### config.mk
export PLATFORM = sky130hd
export DESIGN_NAME = faofs_ram
export DESIGN_NICKNAME = d
export VERILOG_FILES = /design/src/hw/rtl/faofs_ram.sv
export SDC_FILE = /design/constraint.sdc
export NUM_CORES = 1
export LEC_CHECK = 0
export ABC_AREA = 1
export BUFFER_PORTS_ARGS = -buffer_cell sky130_fd_sc_hd__buf_2
export CAP_MARGIN = 20
export CORE_MARGIN = 8
export CORE_UTILIZATION = 49
export DETAILED_ROUTE_END_ITERATION = 10
export PLACE_DENSITY = 0.67
export SLEW_MARGIN = 25
export SYNTH_ARGS = -nofsm -noshare
export SYNTH_HDL_FRONTEND = slang
export SYNTH_SLANG_ARGS = --single-unit
### constraint.sdc
create_clock -name aclk -period 2.87 [get_ports aclk]
set_input_delay 0.287 -clock aclk [delete_from_list [all_inputs] [get_ports aclk]]
set_output_delay 0.287 -clock aclk [all_outputs]
set_load 0.05 [all_outputs]
### src/hw/rtl/faofs_ram.sv
// Generic single-port RAM with a registered read.
`default_nettype none

module faofs_ram #(
    parameter int WIDTH = 32,
    parameter int DEPTH = 32,
    localparam int AW = (DEPTH > 1) ? $clog2(DEPTH) : 1
) (
    input  wire logic             aclk,
    input  wire logic             we,
    input  wire logic [AW-1:0]    addr,
    input  wire logic [WIDTH-1:0] wdata,
    output logic      [WIDTH-1:0] rdata
);

    logic [WIDTH-1:0] mem_reg [DEPTH];
    logic [WIDTH-1:0] rdata_reg;

    always_ff @(posedge aclk) begin
        if (we) begin
            mem_reg[addr] <= wdata;
        end
        rdata_reg <= mem_reg[addr];
    end

    assign rdata = rdata_reg;

endmodule

`default_nettype wire

* Yosys cells after proc, flatten, opt, wreduce, memory -nomap -nowiden *
Memories as Yosys holds them, arrays and structs flattened. A register that Yosys moved wholly into a read port is not among the register bits.
Index checks and enable logic that the tools add are counted.

cells by class
  muxes and demuxes = 2

operator list
  operator          number
  2-to-1 mux 1 bit  2

word-level totals
  register bits after elaboration = 0
  RAM bits = 1024
  bits of input ports = 39
  output and inout bits = 32
  logic and storage cells = 3
  memories = 1

memories
  name     words  bits a word  read ports  clocked after memory_dff  wr ports  line  text
  mem_reg  32     32           1           1                         1         16    logic [WIDTH-1:0] mem_reg [DEPTH];

* Depth between registers and ports, before layout *
Gate-level depths: netlist (run 1).

  word-level depth = 2
  depth in mapped cells = 11
  depth with buffers taken out = 9

* Worst setup path after synthesis (run 1) *
OpenSTA, ideal clock, no wires.

  path type = input to register
  start point = input addr[1]
  end point = memory mem_reg[10][0] (enable)
  setup time = 421 ps
  arrival = 2547 ps
  required time = 2449 ps
  setup slack = -98 ps
  stages on the path = 5
  path buffers = 3
  cell sequence = buf_2 > buf_2 > clkbuf_1 > nand3_1 > nor2_1

RTL lines
  element      line  text
  from (decl)  11    input wire logic [AW-1:0] addr,
  to (decl)    16

No word-level cell before the write port.

* Worst setup path in the final report (run 1) *
  start point = register rdata_reg[21], in the netlist rdata[21], read port of mem_reg
  end point = output rdata[21]

RTL lines
  element      line  text
  from (decl)  17    logic [WIDTH-1:0] rdata_reg;
  to (decl)    13    output logic [WIDTH-1:0] rdata

No word-level cell between the ends.

==> results of run 1 <==
kinds of logic (layout without fill, tap and decap cells):
logic type,after synthesis,in the layout,share of synthesized area
DFF,1056,1056,0.731
buffers and inverters,207,372,0.0201
and+or+nand+nor,2828,2828,0.249
other,0,2,0
where the power goes:
part	total (mW)	switching (mW)	internal [mW]	leakage, nW
combinational	2.00	1.55	0.453	8.96
clock	14.2	5.79	8.45	1.76
sequential	17.2	0.0907	17.1	9.49
final cells by class:
| cell class | count | area (sq um) | share of cell area |
|---|---|---|---|
| timing repair buffer | 157 | 1300 | 0.0266 |
| antenna | 2 | 5.00 | 0.000103 |
| inverter | 13 | 63.8 | 0.00131 |
| clock inverter | 61 | 718 | 0.0147 |
| sequential | 1056 | 31400 | 0.644 |
| multi-input combinational | 2828 | 11000 | 0.225 |
| tap | 1155 | 1450 | 0.0296 |
| clock buffer | 141 | 2900 | 0.0594 |
layer usage:
layer  share of wire  track usage  wire, microns  up-vias
li1                -            -              -    13395
met1            0.42        0.311          46700    13594
met2            0.48        0.366          52800     1098
met3           0.072       0.0294           7930      200
met4           0.029       0.0671           3230        2
met5        0.000099            0             11        -
worst paths after layout:
kind / from / to / slack [ns]
setup / recovery: rdata[21] / rdata[21] / 1.15
hold / removal: wdata[21] / mem_reg[13][21] / 0.13
setup reg to reg: mem_reg[25][18] / rdata[18] / 1.58
hold reg to reg: mem_reg[4][24] / rdata[24] / 0.70
layout by cell type, fill, tap and decap left out:
cell type,count
buf_12,22
buf_2,68
buf_4,65
buf_8,2
bufinv_16,15
clkbuf_1,25
clkbuf_16,107
clkbuf_8,9
clkinv_1,18
clkinv_2,19
clkinv_8,4
clkinvlp_4,3
dfxtp_1,32
diode_2,2
edfxtp_1,1024
inv_1,8
inv_2,3
inv_6,2
inv_8,2
nand2_1,2720
nand3_1,4
nor2_1,64
nor2_4,32
nor3_2,1
nor3_4,7
==> key figures, run 1 <==
Clock network
  • Clock sinks: 1056
  • H-tree levels: 3
  • Clock buffer depth: 3
  • Post-CTS sizing: 0
  • CTS buffer count: 107
  • Skew-Pair Late Insertion Delay: 0.66 ns
  • Clock-pin slew on the worst setup and hold paths: 0.06 ns
  • Root buffer cell: clkbuf_16
  • CTS tree: built
  • # Post-CTS Setup Buffers: 0
  • Hold buffers post-CTS: 0

Synth
  • Post-Synthesis Cell Area: 0.0429 sq mm
  • Syn_area_per_cell: 10.5 sq um
  • Synth top area cells: edfxtp_1 72%, nand2_1 24%, dfxtp_1 1.5%
  • Cells after synthesis: 4091
  • Post-synth top area share: 0.717
  • Ys async rst share: 0
  • Syn Nets: 4130
  • Register bit total from synthesis: 1056
  • Cell taking the most area after synthesis: edfxtp_1
  • Synthesis Warnings: 0
  • Post-synthesis sequential area ratio: 0.731
  • Synth cell count leaders: 2720 x nand2_1, 1024 x edfxtp_1, 118 x clkbuf_1, 96 x nor2_1, 67 x buf_2
  • Cell variety after synth: 13
  • Dominant synthesized flop cell: edfxtp_1
  • EDFF count, synth: 1024
  • Most common cell in the synthesized netlist: nand2_1

Floorplanning
  • # IOs: 71
  • Die footprint: 0.0973 sq mm
  • Core area: 0.0868 sq mm
  • Die Y: 312 microns
  • Initial core utilization: 0.495
  • Die W: 312 microns
  • # rows: 108

Detailed routing
  • Routed wire per std cell: 20.4 microns
  • Antenna Nets Post-Route: 0
  • Router iterations before antenna repair: 5
  • DRC viols: 0
  • DR iter-0 viols: 2952
  • Drt total wl: 111000 microns
  • Drt via density: 5.23
  • Vias after detailed routing: 28289

Setup path
  • Top delay family on crit path: flip-flops
  • CP endpoint kind: primary output
  • Worst r2r path cells: 8
  • Critical Path RT: 2.58 ns
  • CP cell instances: buf_2
  • Critical path peak fanout: 1
  • Crit path depth: 1
  • WP data arrival: 1.44 ns
  • Largest stage delay on the critical path: 0.46 ns
  • Buf+Inv Stages, Crit Path: 1
  • Slowest cell on the critical path: dfxtp_1
  • Crit path kind: register to primary output
  • CP Launch Type: register

Hold path
  • Hold depth: 1
  • Worst min path class: primary input to register

STA
  • Worst slew pin tran: 0.894 ns
  • Period utilization: 0.601
  • Slew Limit Fails: 0
  • Max Clock Skew: 0.0155 ns
  • Max-slew headroom: 0.404
  • Hold slack: 0.126 ns
  • RSZ-0062 raised after global routing: no
  • Crit path time final: 1.72 ns
  • Fin worst setup slack: 1.15 ns
  • Fin. Hold Viols: 0
  • Max frequency: 580 MHz
  • Setup-failing EPs final: 0
  • Fin Setup TNS: 0 ns

Placement
  • GP Congestion: 0.786
  • Placed Cells: 5209
  • Placed inst area: 0.0452 sq mm
  • Dpl hpwl: 57800 microns
  • Number of port buffers: 70
  • Pre-CTS setup slack: 0.710 ns

Cells and area
  • Non-filler instance count after layout: 5413
  • Fillers: 7218
  • Max FFs per register: 1024
  • Area delta synth->final: 13.6%
  • Layout cells sized above 1: 0.0848
  • Cell area after layout: 0.0488 sq mm
  • Nets: 4202
  • Post-Route Utilization: 0.562

Pwr
  • P per Cell Area: 686 mW/mm^2
  • Max VDD drop: 0.509 mV
  • Lkg Pwr: 20.2 nW
  • Total power: 33.5 mW

GRT
  • First-pass GRT wire length: 167000 microns
  • Initial antenna violation count: 5
  • Pin count of the biggest net entering global routing: 160
  • GRT Total Usage: 0.223
  • Vias in the first global route: 27039
  • Total global routing overflow: 0

Run
  • Max-cap viol count: 0

Outcome
  • Status: complete, no violations
Power figures use the tool's default switching activity.
==> run 2: changes to the inputs <==
==> constraint.sdc (replaced) <==
create_clock -name aclk -period 1.5 [get_ports aclk]
set_input_delay 0.15 -clock aclk [delete_from_list [all_inputs] [get_ports aclk]]
set_output_delay 0.15 -clock aclk [all_outputs]
set_load 0.05 [all_outputs]
==> run 2 against run 1 <==
Cell count increased by 4.4%. Power is 93% higher. Non-clock buffer count up 246. Setup slack got worse by 1.1 ns. Design area grew 6.5%. Critical path depth did not move. Wire length up 12%. Clock power is 85% higher. Count of clock-buffer cells in the layout increased by 1. Worst hold slack worse by 0.071 ns. Sequential power is 92% higher. Sequential share of layout area is 3.9 points lower. Critical endpoint is now rdata[23].
==> key figures, run 2 (synthesized netlist as in run 1, its figures left out) <==
Outcome
  • Status: complete, no violations (unchanged)

STA
  • Max-slew headroom: 0.698 (was 0.404)
  • Max Clock Skew: 0.0311 ns (was 0.0155 ns)
  • Crit path time final: 1.49 ns
  • RSZ-0062 raised after global routing: no (unchanged)
  • Slew Limit Fails: 0 (unchanged)
  • Period utilization: 0.992
  • Worst slew pin tran: 0.452 ns (was 0.894 ns)
  • Max frequency: 672 MHz
  • Setup-failing EPs final: 0 (unchanged)
  • Fin Setup TNS: 0 ns (unchanged)
  • Fin. Hold Viols: 0 (unchanged)

Pwr
  • Lkg Pwr: 21.7 nW (was 20.2 nW)
  • P per Cell Area: 1240 mW/mm^2 (was 686 mW/mm^2)
  • Max VDD drop: 1.01 mV (was 0.509 mV)
  • Total power: 64.5 mW (was 33.5 mW)

Setup path
  • Worst r2r path cells: 8 (unchanged)
  • CP Launch Type: register (unchanged)
  • Crit path kind: register to primary output (unchanged)
  • Critical R2R Capture: rdata[26] (was rdata[18])
  • Buf+Inv Stages, Crit Path: 1 (unchanged)
  • Top delay family on crit path: flip-flops (unchanged)
  • CP endpoint kind: primary output (unchanged)
  • WP data arrival: 1.34 ns (was 1.44 ns)
  • CP cell instances: buf_4 (was buf_2)
  • R2R Setup Slk: 0.08 ns (was 1.58 ns)
  • Critical path peak fanout: 1 (unchanged)
  • Worst flop-to-flop path startpoint: mem_reg[22][26] (was mem_reg[25][18])
  • Critical Path RT: 1.35 ns (was 2.58 ns)
  • Setup crit start: rdata[23] (was rdata[21])
  • Largest stage delay on the critical path: 0.43 ns (was 0.46 ns)
  • Slowest cell on the critical path: dfxtp_2 (was dfxtp_1)

Placement
  • GP Congestion: 0.927 (was 0.786)
  • Number of port buffers: 70 (unchanged)
  • Dpl hpwl: 80300 microns (was 57800 microns)
  • Placed inst area: 0.0481 sq mm (was 0.0452 sq mm)
  • Placed Cells: 5426 (was 5209)

Cells and area
  • Leading cell type in the layout, fill and taps excluded: nand2_1 (unchanged)
  • Ant. Diodes: 0 (was 2)
  • Post-Route Utilization: 0.599 (was 0.562)
  • Commonest non-fill, non-tap cells in the layout: 2720 x nand2_1, 1024 x edfxtp_1, 198 x buf_4, 120 x buf_12, 109 x clkbuf_16 (was 2720 x nand2_1, 1024 x edfxtp_1, 107 x clkbuf_16, 68 x buf_2, 65 x buf_4)
  • Area delta synth->final: 21.0% (was 13.6%)
  • Layout cells sized above 1: 0.129 (was 0.0848)
  • Nets: 4448 (was 4202)
  • Max FFs per register: 1024 (unchanged)
  • Non-filler instance count after layout: 5651 (was 5413)
  • Cell area after layout: 0.0519 sq mm (was 0.0488 sq mm)

Detailed routing
  • Routed wire per std cell: 21.8 microns (was 20.4 microns)
  • Vias after detailed routing: 29939 (was 28289)
  • Router iterations before antenna repair: 6 (was 5)
  • DR iter-0 viols: 3524 (was 2952)
  • DRC viols: 0 (unchanged)
  • Drt total wl: 123000 microns (was 111000 microns)
  • Antenna Nets Post-Route: 0 (unchanged)
  • Drt via density: 5.30 (was 5.23)

GRT
  • Initial antenna violation count: 4 (was 5)
  • Pin count of the biggest net entering global routing: 46 (was 160)
  • Vias in the first global route: 28347 (was 27039)
  • Total global routing overflow: 0 (unchanged)
  • First-pass GRT wire length: 183000 microns (was 167000 microns)
  • GRT Total Usage: 0.248 (was 0.223)

Clock network
  • H-tree levels: 3 (unchanged)
  • Clock buffer depth: 3 (unchanged)
  • CTS tree: built (unchanged)
  • Skew-Pair Late Insertion Delay: 0.67 ns (was 0.66 ns)
  • Clock-pin slew on the worst setup and hold paths: 0.06 ns (about the same)
  • Root buffer cell: clkbuf_16 (unchanged)
  • CTS buffer count: 107 (unchanged)
  • Clock sinks: 1056 (unchanged)
  • # Post-CTS Setup Buffers: 0 (unchanged)

Floorplanning
  • # IOs: 71 (unchanged)
  • Initial core utilization: 0.495 (unchanged)
  • Die Y: 312 microns (unchanged)
  • Die W: 312 microns (unchanged)
  • # rows: 108 (unchanged)
  • Core area: 0.0868 sq mm (unchanged)
  • Die footprint: 0.0973 sq mm (unchanged)

Hold path
  • Worst min path class: primary input to register (unchanged)
  • Worst Hold End: mem_reg[2][13] (was mem_reg[13][21])
  • Start point of the worst hold path: wdata[13] (was wdata[21])
  • Hold depth: 2 (was 1)

Run
  • Max-cap viol count: 0 (unchanged)
## run 2: metrics by stage
step           hold slack (ns)  worst slack [ns]
2_1_floorplan            0.249            -0.218
3_3_place_gp             0.565            -0.348
3_5_place_dp             0.582            -0.360
4_1_cts                 0.0207          0.000552
5_1_grt                 0.0473           0.00312
6_report                0.0551            0.0117
## run 2: report_power, final
group / total, mW / switching [mW] / leakage [nW] / internal (mW)
Clock: 26.2 / 10.9 / 1.67 / 15.3
Combinational: 5.13 / 3.55 / 10.6 / 1.59
Sequential: 33.1 / 0.272 / 9.50 / 32.8
Total: 64.5 / 14.8 / 21.7 / 49.7
## run 2: per-layer routing
layer  part of all wire  routed length [microns]  GRT usage
met5            0.00013                       16          0
met4              0.040                     4980     0.0946
met3              0.084                    10400     0.0339
met2               0.47                    58300      0.403
met1               0.40                    49700      0.342
## run 2: area by class of cell
type	count	area [sq um]
inverter	13	105
fill	6867	34800
tap	1155	1450
clock buffer	142	2870
timing repair buffer	403	4560
clock inverter	54	549
sequential	1056	31400
multi-input combinational	2828	11000
## run 2: timing repair
action,CTS,global route
pin swaps,0,0
hold buffers,29,0
endpoints found under the hold margin,820,0
gates resized for setup,53,1
setup endpoints to repair,27,1
## run 2: worst max-delay path by stage
stage	end	slack [ns]	cells past startpoint
2_1_floorplan	mem_reg[12][0]	-0.22	5
3_3_place_gp	mem_reg[25][28]	-0.35	8
3_5_place_dp	mem_reg[13][25]	-0.36	7
4_1_cts	rdata[24]	0.0006	1
5_1_grt	rdata[23]	0.003	1
6_report	rdata[23]	0.01	1
