<file path="config.mk">
export PLATFORM = sky130hd
export DESIGN_NAME = faofs_fpu
export DESIGN_NICKNAME = d
export VERILOG_FILES = /design/src/hw/rtl/faofs_pkg.sv /design/src/hw/rtl/faofs_fpu.sv
export SDC_FILE = /design/constraint.sdc
export NUM_CORES = 2
export LEC_CHECK = 0
export ABC_CLOCK_PERIOD_IN_PS = 15800
export BUFFER_PORTS_ARGS = -buffer_cell sky130_fd_sc_hd__buf_2
export CELL_PAD_IN_SITES_DETAIL_PLACEMENT = 0
export CELL_PAD_IN_SITES_GLOBAL_PLACEMENT = 1
export CORE_MARGIN = 3
export CORE_UTILIZATION = 30
export CTS_BUF_LIST = sky130_fd_sc_hd__clkbuf_16
export DETAILED_ROUTE_END_ITERATION = 12
export PLACE_DENSITY = 0.57
export SLEW_MARGIN = 25
export SYNTH_ARGS = -nofsm -noshare
export SYNTH_HDL_FRONTEND = slang
export SYNTH_SLANG_ARGS = --single-unit
</file>
<file path="constraint.sdc">
create_clock -name aclk -period 15.8 [get_ports aclk]
set_input_delay 3.16 -clock aclk [delete_from_list [all_inputs] [get_ports aclk]]
set_output_delay 3.16 -clock aclk [all_outputs]
set_load 0.02 [all_outputs]
</file>
<file path="src/hw/rtl/faofs_pkg.sv">
// Shared types and codes of the float ALU operand fetch and store block.
`default_nettype none

package faofs_pkg;

    typedef logic [31:0] word_t;

    // Item kinds carried in s_tuser.
    localparam logic [1:0] KIND_EXEC   = 2'd0;
    localparam logic [1:0] KIND_HWRITE = 2'd1;
    localparam logic [1:0] KIND_HREAD  = 2'd2;

    // Storage spaces.
    localparam logic [1:0] SPACE_CONST  = 2'd0;
    localparam logic [1:0] SPACE_REG    = 2'd1;
    localparam logic [1:0] SPACE_GLOBAL = 2'd2;
    localparam logic [1:0] SPACE_SHARED = 2'd3;

    // Instruction opcodes.
    localparam logic [2:0] OP_ADD = 3'd0;
    localparam logic [2:0] OP_SUB = 3'd1;
    localparam logic [2:0] OP_MUL = 3'd2;
    localparam logic [2:0] OP_DIV = 3'd3;
    localparam logic [2:0] OP_MOV = 3'd4;
    localparam logic [2:0] OP_NEG = 3'd5;

    // Result status codes.
    localparam logic [2:0] ST_OK      = 3'd0;
    localparam logic [2:0] ST_DIVZERO = 3'd1;
    localparam logic [2:0] ST_BADOP   = 3'd2;
    localparam logic [2:0] ST_CONSTDST = 3'd3;
    localparam logic [2:0] ST_RANGE   = 3'd4;

    // Operations of the floating-point unit.
    localparam logic [1:0] FOP_ADD = 2'd0;
    localparam logic [1:0] FOP_SUB = 2'd1;
    localparam logic [1:0] FOP_MUL = 2'd2;
    localparam logic [1:0] FOP_DIV = 2'd3;

    localparam word_t QNAN_WORD  = 32'hFFC0_0000;
    localparam word_t QUIET_BIT  = 32'h0040_0000;

    typedef struct packed {
        logic       start;
        logic [1:0] op;
    } fpu_req_t;

    typedef struct packed {
        logic  done;
        word_t value;
    } fpu_rsp_t;

endpackage

`default_nettype wire

</file>
<file path="src/hw/rtl/faofs_fpu.sv">
// Multi-cycle IEEE single-precision add, subtract, multiply and divide unit.
`default_nettype none

module faofs_fpu (
    input  wire logic                aclk,
    input  wire logic                aresetn,
    input  wire faofs_pkg::fpu_req_t req,
    input  wire faofs_pkg::word_t    a,
    input  wire faofs_pkg::word_t    b,
    output faofs_pkg::fpu_rsp_t      rsp
);

    localparam logic [3:0] F_IDLE = 4'd0;
    localparam logic [3:0] F_PRE  = 4'd1;
    localparam logic [3:0] F_ADD  = 4'd2;
    localparam logic [3:0] F_MUL  = 4'd3;
    localparam logic [3:0] F_MULP = 4'd4;
    localparam logic [3:0] F_DIV  = 4'd5;
    localparam logic [3:0] F_DIVF = 4'd6;
    localparam logic [3:0] F_NORM = 4'd7;
    localparam logic [3:0] F_RND  = 4'd8;
    localparam logic [3:0] F_DONE = 4'd9;

    logic [3:0]         state_reg, state_next;
    logic [1:0]         op_reg, op_next;
    logic               sa_reg, sa_next, sb_reg, sb_next, sg_reg, sg_next;
    logic signed [11:0] ea_reg, ea_next, eb_reg, eb_next, ex_reg, ex_next;
    logic [23:0]        ma_reg, ma_next, mb_reg, mb_next;
    logic [27:0]        acc_reg, acc_next;
    logic [47:0]        prod_reg, prod_next;
    logic [27:0]        q_reg, q_next;
    logic [25:0]        rem_reg, rem_next;
    logic [4:0]         cnt_reg, cnt_next;
    faofs_pkg::word_t   res_reg, res_next;

    // Operand classification.
    logic [7:0]  a_exp, b_exp;
    logic        a_nan, a_inf, a_zero, b_nan, b_inf, b_zero, bs_eff, sx;
    logic        spec_hit;
    faofs_pkg::word_t spec_val;

    assign a_exp  = a[30:23];
    assign b_exp  = b[30:23];
    assign a_nan  = (&a_exp) && (|a[22:0]);
    assign a_inf  = (&a_exp) && !(|a[22:0]);
    assign a_zero = !(|a[30:0]);
    assign b_nan  = (&b_exp) && (|b[22:0]);
    assign b_inf  = (&b_exp) && !(|b[22:0]);
    assign b_zero = !(|b[30:0]);
    assign bs_eff = b[31] ^ (req.op == faofs_pkg::FOP_SUB);
    assign sx     = a[31] ^ b[31];

    // Results that need no arithmetic: NaNs, infinities and zeros.
    always_comb begin
        spec_hit = 1'b1;
        spec_val = '0;
        unique case (req.op) inside
            faofs_pkg::FOP_ADD, faofs_pkg::FOP_SUB: begin
                if (a_nan) begin
                    spec_val = a | faofs_pkg::QUIET_BIT;
                end else if (b_nan) begin
                    spec_val = b | faofs_pkg::QUIET_BIT;
                end else if (a_inf && b_inf && (a[31] != bs_eff)) begin
                    spec_val = faofs_pkg::QNAN_WORD;
                end else if (a_inf) begin
                    spec_val = a;
                end else if (b_inf) begin
                    spec_val = {bs_eff, b[30:0]};
                end else if (a_zero && b_zero) begin
                    spec_val = {a[31] & bs_eff, 31'd0};
                end else if (a_zero) begin
                    spec_val = {bs_eff, b[30:0]};
                end else if (b_zero) begin
                    spec_val = a;
                end else begin
                    spec_hit = 1'b0;
                end
            end
            faofs_pkg::FOP_MUL: begin
                if (a_nan) begin
                    spec_val = a | faofs_pkg::QUIET_BIT;
                end else if (b_nan) begin
                    spec_val = b | faofs_pkg::QUIET_BIT;
                end else if ((a_inf && b_zero) || (a_zero && b_inf)) begin
                    spec_val = faofs_pkg::QNAN_WORD;
                end else if (a_inf || b_inf) begin
                    spec_val = {sx, 8'hFF, 23'd0};
                end else if (a_zero || b_zero) begin
                    spec_val = {sx, 31'd0};
                end else begin
                    spec_hit = 1'b0;
                end
            end
            default: begin
                if (a_nan) begin
                    spec_val = a | faofs_pkg::QUIET_BIT;
                end else if (b_nan) begin
                    spec_val = b | faofs_pkg::QUIET_BIT;
                end else if (a_inf && b_inf) begin
                    spec_val = faofs_pkg::QNAN_WORD;
                end else if (a_inf || b_zero) begin
                    spec_val = {sx, 8'hFF, 23'd0};
                end else if (b_inf || a_zero) begin
                    spec_val = {sx, 31'd0};
                end else begin
                    spec_hit = 1'b0;
                end
            end
        endcase
    end

    // Alignment for the add path.
    logic               a_big, s_big;
    logic signed [11:0] e_big, e_small, diff;
    logic [23:0]        m_big, m_small;
    logic [26:0]        sm_ext, al;
    logic [27:0]        sum;

    always_comb begin
        a_big   = (ea_reg > eb_reg) || ((ea_reg == eb_reg) && (ma_reg >= mb_reg));
        e_big   = a_big ? ea_reg : eb_reg;
        e_small = a_big ? eb_reg : ea_reg;
        m_big   = a_big ? ma_reg : mb_reg;
        m_small = a_big ? mb_reg : ma_reg;
        s_big   = a_big ? sa_reg : sb_reg;
        diff    = e_big - e_small;
        sm_ext  = {m_small, 3'b000};
        if (diff >= 12'sd27) begin
            al = 27'd1;
        end else begin
            al = (sm_ext >> diff[4:0])
               | 27'(|(sm_ext & ((27'd1 << diff[4:0]) - 27'd1)));
        end
        if (sa_reg != sb_reg) begin
            sum = {1'b0, m_big, 3'b000} - {1'b0, al};
        end else begin
            sum = {1'b0, m_big, 3'b000} + {1'b0, al};
        end
    end

    // Rounding to nearest even, with denormalization of tiny results.
    logic [11:0]      sh;
    logic [26:0]      rm, rm2;
    logic [7:0]       expf;
    logic             inc;
    logic [30:0]      packed_mag;

    always_comb begin
        rm = acc_reg[26:0];
        sh = 12'(12'sd1 - ex_reg);
        if (ex_reg <= 12'sd0) begin
            expf = 8'd0;
            if (sh >= 12'd27) begin
                rm2 = {26'd0, |rm};
            end else begin
                rm2 = (rm >> sh[4:0]) | 27'(|(rm & ((27'd1 << sh[4:0]) - 27'd1)));
            end
        end else begin
            expf = ex_reg[7:0];
            rm2  = rm;
        end
        inc        = rm2[2] & (rm2[3] | rm2[1] | rm2[0]);
        packed_mag = {expf, rm2[25:3]} + 31'(inc);
    end

    logic div_ge;
    logic [25:0] rem_sub;

    assign div_ge  = rem_reg >= {2'b00, mb_reg};
    assign rem_sub = div_ge ? (rem_reg - {2'b00, mb_reg}) : rem_reg;

    always_comb begin
        state_next = state_reg;
        op_next    = op_reg;
        sa_next    = sa_reg;
        sb_next    = sb_reg;
        sg_next    = sg_reg;
        ea_next    = ea_reg;
        eb_next    = eb_reg;
        ex_next    = ex_reg;
        ma_next    = ma_reg;
        mb_next    = mb_reg;
        acc_next   = acc_reg;
        prod_next  = prod_reg;
        q_next     = q_reg;
        rem_next   = rem_reg;
        cnt_next   = cnt_reg;
        res_next   = res_reg;
        unique case (state_reg)
            F_IDLE: begin
                if (req.start) begin
                    op_next = req.op;
                    sa_next = a[31];
                    sb_next = bs_eff;
                    ea_next = (a_exp == 8'd0) ? 12'sd1 : signed'({4'd0, a_exp});
                    eb_next = (b_exp == 8'd0) ? 12'sd1 : signed'({4'd0, b_exp});
                    ma_next = {(a_exp != 8'd0), a[22:0]};
                    mb_next = {(b_exp != 8'd0), b[22:0]};
                    if (spec_hit) begin
                        res_next   = spec_val;
                        state_next = F_DONE;
                    end else begin
                        state_next = F_PRE;
                    end
                end
            end
            F_PRE: begin
                // Subnormal inputs are shifted up one bit a cycle.
                if (!ma_reg[23]) begin
                    ma_next = {ma_reg[22:0], 1'b0};
                    ea_next = ea_reg - 12'sd1;
                end
                if (!mb_reg[23]) begin
                    mb_next = {mb_reg[22:0], 1'b0};
                    eb_next = eb_reg - 12'sd1;
                end
                if (ma_reg[23] && mb_reg[23]) begin
                    rem_next = {2'b00, ma_reg};
                    q_next   = '0;
                    cnt_next = '0;
                    unique case (op_reg) inside
                        faofs_pkg::FOP_ADD, faofs_pkg::FOP_SUB: state_next = F_ADD;
                        faofs_pkg::FOP_MUL: state_next = F_MUL;
                        default:            state_next = F_DIV;
                    endcase
                end
            end
            F_ADD: begin
                if (sum == 28'd0) begin
                    res_next   = '0;
                    state_next = F_DONE;
                end else begin
                    acc_next   = sum;
                    ex_next    = e_big;
                    sg_next    = s_big;
                    state_next = F_NORM;
                end
            end
            F_MUL: begin
                prod_next  = ma_reg * mb_reg;
                ex_next    = ea_reg + eb_reg - 12'sd127;
                sg_next    = sa_reg ^ sb_reg;
                state_next = F_MULP;
            end
            F_MULP: begin
                acc_next   = {prod_reg[47:21], |prod_reg[20:0]};
                state_next = F_NORM;
            end
            F_DIV: begin
                rem_next = {rem_sub[24:0], 1'b0};
                q_next   = {q_reg[26:0], div_ge};
                cnt_next = cnt_reg + 5'd1;
                if (cnt_reg == 5'd27) begin
                    state_next = F_DIVF;
                end
            end
            F_DIVF: begin
                acc_next   = {q_reg[27:1], q_reg[0] | (|rem_reg)};
                ex_next    = ea_reg - eb_reg + 12'sd126;
                sg_next    = sa_reg ^ sb_reg;
                state_next = F_NORM;
            end
            F_NORM: begin
                if (acc_reg[27]) begin
                    acc_next = {1'b0, acc_reg[27:2], acc_reg[1] | acc_reg[0]};
                    ex_next  = ex_reg + 12'sd1;
                end else if (!acc_reg[26]) begin
                    acc_next = {acc_reg[26:0], 1'b0};
                    ex_next  = ex_reg - 12'sd1;
                end else begin
                    state_next = F_RND;
                end
            end
            F_RND: begin
                if (ex_reg >= 12'sd255) begin
                    res_next = {sg_reg, 8'hFF, 23'd0};
                end else begin
                    res_next = {sg_reg, packed_mag};
                end
                state_next = F_DONE;
            end
            F_DONE: begin
                state_next = F_IDLE;
            end
            default: begin
                state_next = F_IDLE;
            end
        endcase
    end

    always_ff @(posedge aclk) begin
        if (!aresetn) begin
            state_reg <= F_IDLE;
        end else begin
            state_reg <= state_next;
        end
        op_reg   <= op_next;
        sa_reg   <= sa_next;
        sb_reg   <= sb_next;
        sg_reg   <= sg_next;
        ea_reg   <= ea_next;
        eb_reg   <= eb_next;
        ex_reg   <= ex_next;
        ma_reg   <= ma_next;
        mb_reg   <= mb_next;
        acc_reg  <= acc_next;
        prod_reg <= prod_next;
        q_reg    <= q_next;
        rem_reg  <= rem_next;
        cnt_reg  <= cnt_next;
        res_reg  <= res_next;
    end

    assign rsp.done  = (state_reg == F_DONE);
    assign rsp.value = res_reg;

endmodule

`default_nettype wire

</file>
Word-level counts from Yosys, hierarchy flattened
Cells that the tools add are included.

Flip-flop bits (word level): 260. Input bits: 69. Output and inout bits: 33. Logic and storage cells: 243.

$add $sub $neg: 17. Multipliers: 1. Order comparisons: 7. Equal/unequal tests: 28. Shift-type cells: 4. Mux-type cells: 93. Bitwise logic cells: 13. Reductions and logical operators: 61.

Operators with widths (number): two-way mux 32 bit (21); two-way mux 24 bit (6); one-hot mux 28 bit (4 select lines) (1); two-way mux 12 bit (9); one-hot mux 24 bit (2 select lines) (2); one-hot mux 32 bit (3 select lines) (1); two-way mux 28 bit (3); two-way mux 27 bit (3); OR reduction 27 bit (3); two-way mux 26 bit (3); one-hot mux 32 bit (2 select lines) (1); OR reduction 31 bit (2); one-hot mux 28 bit (2 select lines) (1); AND 27 bit (2); << shifter 1 x 5 -> 27 bit (first input constant) (2); subtractor 27 x 1 -> 27 bit (second input constant) (2); one-hot mux 26 bit (2 select lines) (1); multiplier 24 x 24 -> 48 bit (1); one-hot mux 12 bit (2 select lines) (2); one-hot mux 12 bit (4 select lines) (1); OR reduction 23 bit (2); subtractor 12 x 2 -> 12 bit (second input constant) (3); one-hot mux 4 bit (8 select lines) (1); adder 31 x 1 -> 31 bit (1); other kinds (63) (150).

Longest topological paths before layout
Word-level depth: 16. Gate-level depth with buffers: 51. Mapped depth without buffers: 41.

Worst setup path after synthesis
No wires, ideal clock.

Kind: register to register. Start point: register eb_reg[7]. End point: register acc_reg[0], enable pin. Library setup time: 0.418 ns. Arrival time: 10.615 ns. Path slack: 4.768 ns. Stages on the path, launching flop included: 47. Clock period less this slack: 11.032 ns. Cell sequence: edfxtp_1 -> clkinv_1 -> ha_1 -> buf_2 -> nor2b_4 -> nand3_2 -> or4_4 -> a211o_1 -> nand4b_4 -> nand2_2 -> buf_2 -> buf_2 -> buf_2 -> buf_1 -> mux2_2 -> ha_1 -> clkbuf_1 -> buf_1 -> (+11 left out) -> clkbuf_1 -> a21oi_1 -> nor2_1 -> nor2_1 -> nor2_1 -> or4_1 -> o211ai_1 -> a31oi_1 -> o21ba_2 -> or3_1 -> a21oi_1 -> nor3_1 -> a211oi_1 -> xnor2_1 -> a311oi_1 -> and4_4 -> buf_6 -> a21oi_1.

Cells in the longest elaborated chain, start to end: 16.

RTL lines: from (decl) (line faofs_fpu.sv:27) `logic signed [11:0] ea_reg, ea_next, eb_reg, eb_next, ex_reg, ex_next;`; from (signal assigned) (line faofs_fpu.sv:302) `eb_reg <= eb_next;`; branches (longest 12 deep; another with adder 27 x 27 -> 28 bit); two-way mux 28 bit (*) (line faofs_fpu.sv:134) `if (sa_reg != sb_reg) begin`; logical NOT 28 bit (*) (line faofs_fpu.sv:229) `if (sum == 28'd0) begin`; != test 2 bit (no source line) (*); AND reduction 3 bit (no source line) (*); to (signal assigned) (line faofs_fpu.sv:306) `acc_reg <= acc_next;`; to (decl) (line faofs_fpu.sv:29) `logic [27:0] acc_reg, acc_next;`.

Every way passes the cells marked *. A chain may end at the register's enable or synchronous reset.

Worst setup path after layout
Start point: register mb_reg[23]. End point: register res_reg[10], enable pin.

Cells in the longest elaborated chain, start to end: 16.

RTL lines: from (decl) (line faofs_fpu.sv:28) `logic [23:0] ma_reg, ma_next, mb_reg, mb_next;`; from (signal assigned) (line faofs_fpu.sv:305) `mb_reg <= mb_next;`; >= comparator 24 bit (line faofs_fpu.sv:120) `a_big = (ea_reg > eb_reg) || ((ea_reg == eb_reg) && (ma_reg >= mb_reg));`; logical AND 1 bit (line faofs_fpu.sv:120); logical OR 1 bit (line faofs_fpu.sv:120); two-way mux 12 bit, on equally long branches (line faofs_fpu.sv:121, faofs_fpu.sv:122); subtractor 12 bit (line faofs_fpu.sv:126) `diff = e_big - e_small;`; << shifter 1 x 5 -> 27 bit (line faofs_fpu.sv:132) `| 27'(|(sm_ext & ((27'd1 << diff[4:0]) - 27'd1)));`; subtractor 27 x 1 -> 27 bit (line faofs_fpu.sv:132); AND 27 bit (line faofs_fpu.sv:132); OR reduction 27 bit (line faofs_fpu.sv:132); bitwise OR 27 x 1 -> 27 bit (line faofs_fpu.sv:132); two-way mux 27 bit (line faofs_fpu.sv:128) `if (diff >= 12'sd27) begin`; adder 27 x 27 -> 28 bit or subtractor 27 x 27 -> 28 bit (tied branches) (line faofs_fpu.sv:137, faofs_fpu.sv:135); two-way mux 28 bit (*) (line faofs_fpu.sv:134); logical NOT 28 bit (*) (line faofs_fpu.sv:229); != test 2 bit (no source line) (*); AND reduction 4 bit (no source line) (*); to (signal assigned) (line faofs_fpu.sv:311) `res_reg <= res_next;`; to (decl) (line faofs_fpu.sv:34) `faofs_pkg::word_t res_reg, res_next;`.

Every way passes the cells marked *; elsewhere a longest branch is shown, timed or not.

==> run metrics <==
status completed; Min-Delay Path Depth 2; die area ~0.15 mm^2; setup TNS 0 ps; slowest CP cell ha_2; post-synthesis cell count about 5,100; synth cell count leaders 703 x nand2_1, 684 x inv_1, 489 x fa_1; post-synthesis sequential area ratio between 10% and 20%; Detailed Route WL around 170,000 um; Area Overhead vs Synth 8.69%; final hold viol count 0; CTS tree yes; Max Fclk about 0.091 GHz; global-route wire length before repair roughly 260,000 um; First DRT Iteration DRCs about 3,300; Root Buffer clkbuf_16; ys async rst share 0%; Final Skew about 36 ps; Die Span Y just under 400 um; Area contributors post-synth fa_1 22%, edfxtp_1 18%, ha_1 10%, nand2_1 6.0%, inv_1 5.8%; Global Route Usage Sum ~22%; Post-Synthesis Cell Area approximately 0.044 mm^2; Reg2Reg Depth 39; initial antenna violation count 7; worst r2r src mb_reg[23]$_DFFE_PP_; Post-DP HPWL about 130,000 um; vias post-DR 38,030; Synth top area share ~22%; largest net degree at the start of global routing 92; Core ar. 0.145 mm^2; Post CTS Setup Buffer Count 0; setup slack, reg-to-reg between 4000 and 5000 ps; crit path DAT 11,240 ps; PortBufs 101; Post-synth EDFFs around 260; Clock transition at path regs 60 ps; Starting Density a little under a third; fraction of layout cells with a size suffix above 1 about 7.6%; GR Overflow Total 0; Final Wtd Congestion 0.939; syn_area_per_cell about 8.5 um^2; Critical Setup Path Class reg2reg; vias per inst roughly 5.4; number of buffers created by CTS 37; vias in the first global route approximately 38,000; Rows roughly 140; yosys warns 0; Residual DRC 0; Clock Latency Late Sink 590 ps; max-cap violations 0; HP Class reg2reg; PostCTS Resize Cnt 0; Max H-tree Level 2; Hold Crit Start q_reg[18]$_SDFFCE_PN0P_; top-count cell post-synth nand2_1; post-synth cell types 100; min Tclk post-route between 10,000 and 15,000 ps; Final Max Slew Viols 0; drt first pass iters 8; deepest clock path buffer count 3; period utilization ~70%; Syn Nets 6,063; Detail Route Antenna Nets 0; worst-path fanout max 51; WL/cell 24.6 um; Least-Margin Pin Slew between 1000 and 1500 ps; Die X around 390 um; Main synth FF type edfxtp_1; clock sinks 260; hold path endpoint q_reg[19]$_SDFFCE_PN0P_; Largest register FFs 48; r2r endpoint res_reg[10]$_DFFE_PP_; Final nets 5,993; max incr delay on CP between 900 and 1000 ps; area leader, netlist fa_1; unrepaired setup endpoints after global routing no; Post-CTS Hold Buffers 0; Critical Path End Type flop; Max-Slew Margin vs Limit a little over a quarter; CP Data Required Time roughly 16,000 ps; Finish-stage setup viols 0; IO Pins 102; synthesis-stage register bit count 260; crit path launch type flop
## critical path: cells and delay by family, from the launching register on
kind	cells	cell delay (ps)
AOI/OAI and AO/OA	16	2850
muxes	1	290
adders and majority gates	4	1930
and+or+nand+nor	13	3140
DFF	1	330
buffers and inverters	5	1970
## final cells by class
cell class              count  area (um^2)
fillers                 15204        96800
multi-input cells        3880        32400
flip-flops and latches    260         7770
inverters                 687         2580
well taps                1903         2380
repair buffers            206         1320
clock buffers              37          926
clock inverters            26          288
diodes                      1         2.50
## stage by stage
stage	util, %	worst slack [ps]	hold slack [ps]	cells	cell area, um^2
3_3_place_gp	32.1	4840	534	6932	46400
4_1_cts	33.0	4840	559	6996	47700
5_1_grt	33.0	4190	591	6999	47700
3_5_place_dp	32.1	4910	545	6933	46400
2_1_floorplan	-	4770	510	5142	43900
6_report	33.0	4770	562	7000	47700
## worst max-delay path by stage
| stage | from | to | slack (ps) | cells past startpoint |
|---|---|---|---|---|
| floorplan | eb_reg[7]$_DFFE_PP_ | acc_reg[0]$_DFFE_PP_ | 4770 | 46 |
| detailed placement | mb_reg[7]$_DFFE_PP_ | res_reg[6]$_DFFE_PP_ | 4910 | 39 |
| global route | mb_reg[23]$_DFFE_PP_ | res_reg[10]$_DFFE_PP_ | 4190 | 39 |
| global placement | mb_reg[17]$_DFFE_PP_ | res_reg[5]$_DFFE_PP_ | 4840 | 38 |
| CTS | mb_reg[7]$_DFFE_PP_ | res_reg[10]$_DFFE_PP_ | 4840 | 39 |
| finish | mb_reg[23]$_DFFE_PP_ | res_reg[10]$_DFFE_PP_ | 4770 | 39 |
## logic make-up (layout without fill, tap and decap cells)
group,after synthesis,in the layout,share of synthesized area [%]
buf+inv,1002,956,8.68
fa+ha+maj,852,852,32.7
simple gates,1652,1652,17.7
mux,141,141,4.17
other cells,0,1,0
compound gates,1068,1068,15.7
flops,260,260,17.7
xor+xnor,167,167,3.35
## placed cells by master, fill, tap and decap left out, drive strengths merged, types with 44 or more instances in the layout
cell,Yosys,routed
buf,42,206
o22ai,47,47
inv,685,696
nand2,705,705
ha,363,363
a21oi,268,268
fa,489,489
xnor2,129,129
o21ai,282,282
edfxtp,256,256
o31ai,44,44
nor3,87,87
nand2b,54,54
mux2i,75,75
and2,199,199
a21o,57,57
nand3,83,83
nor2,297,297
a211oi,45,45
## per-layer routing
layer | global-route usage (%) | vias to the layer above | routed length [um]
li1 | - | 17253 | -
met1 | 30.8 | 19357 | 76700
met2 | 37.6 | 1221 | 81000
met3 | 2.86 | 195 | 9910
met4 | 5.36 | 4 | 4340
met5 | 0 | - | 23
Power is left out: the tool's default activity adds up to more than one toggle a clock period on the data nets, which glitch-free logic cannot reach.
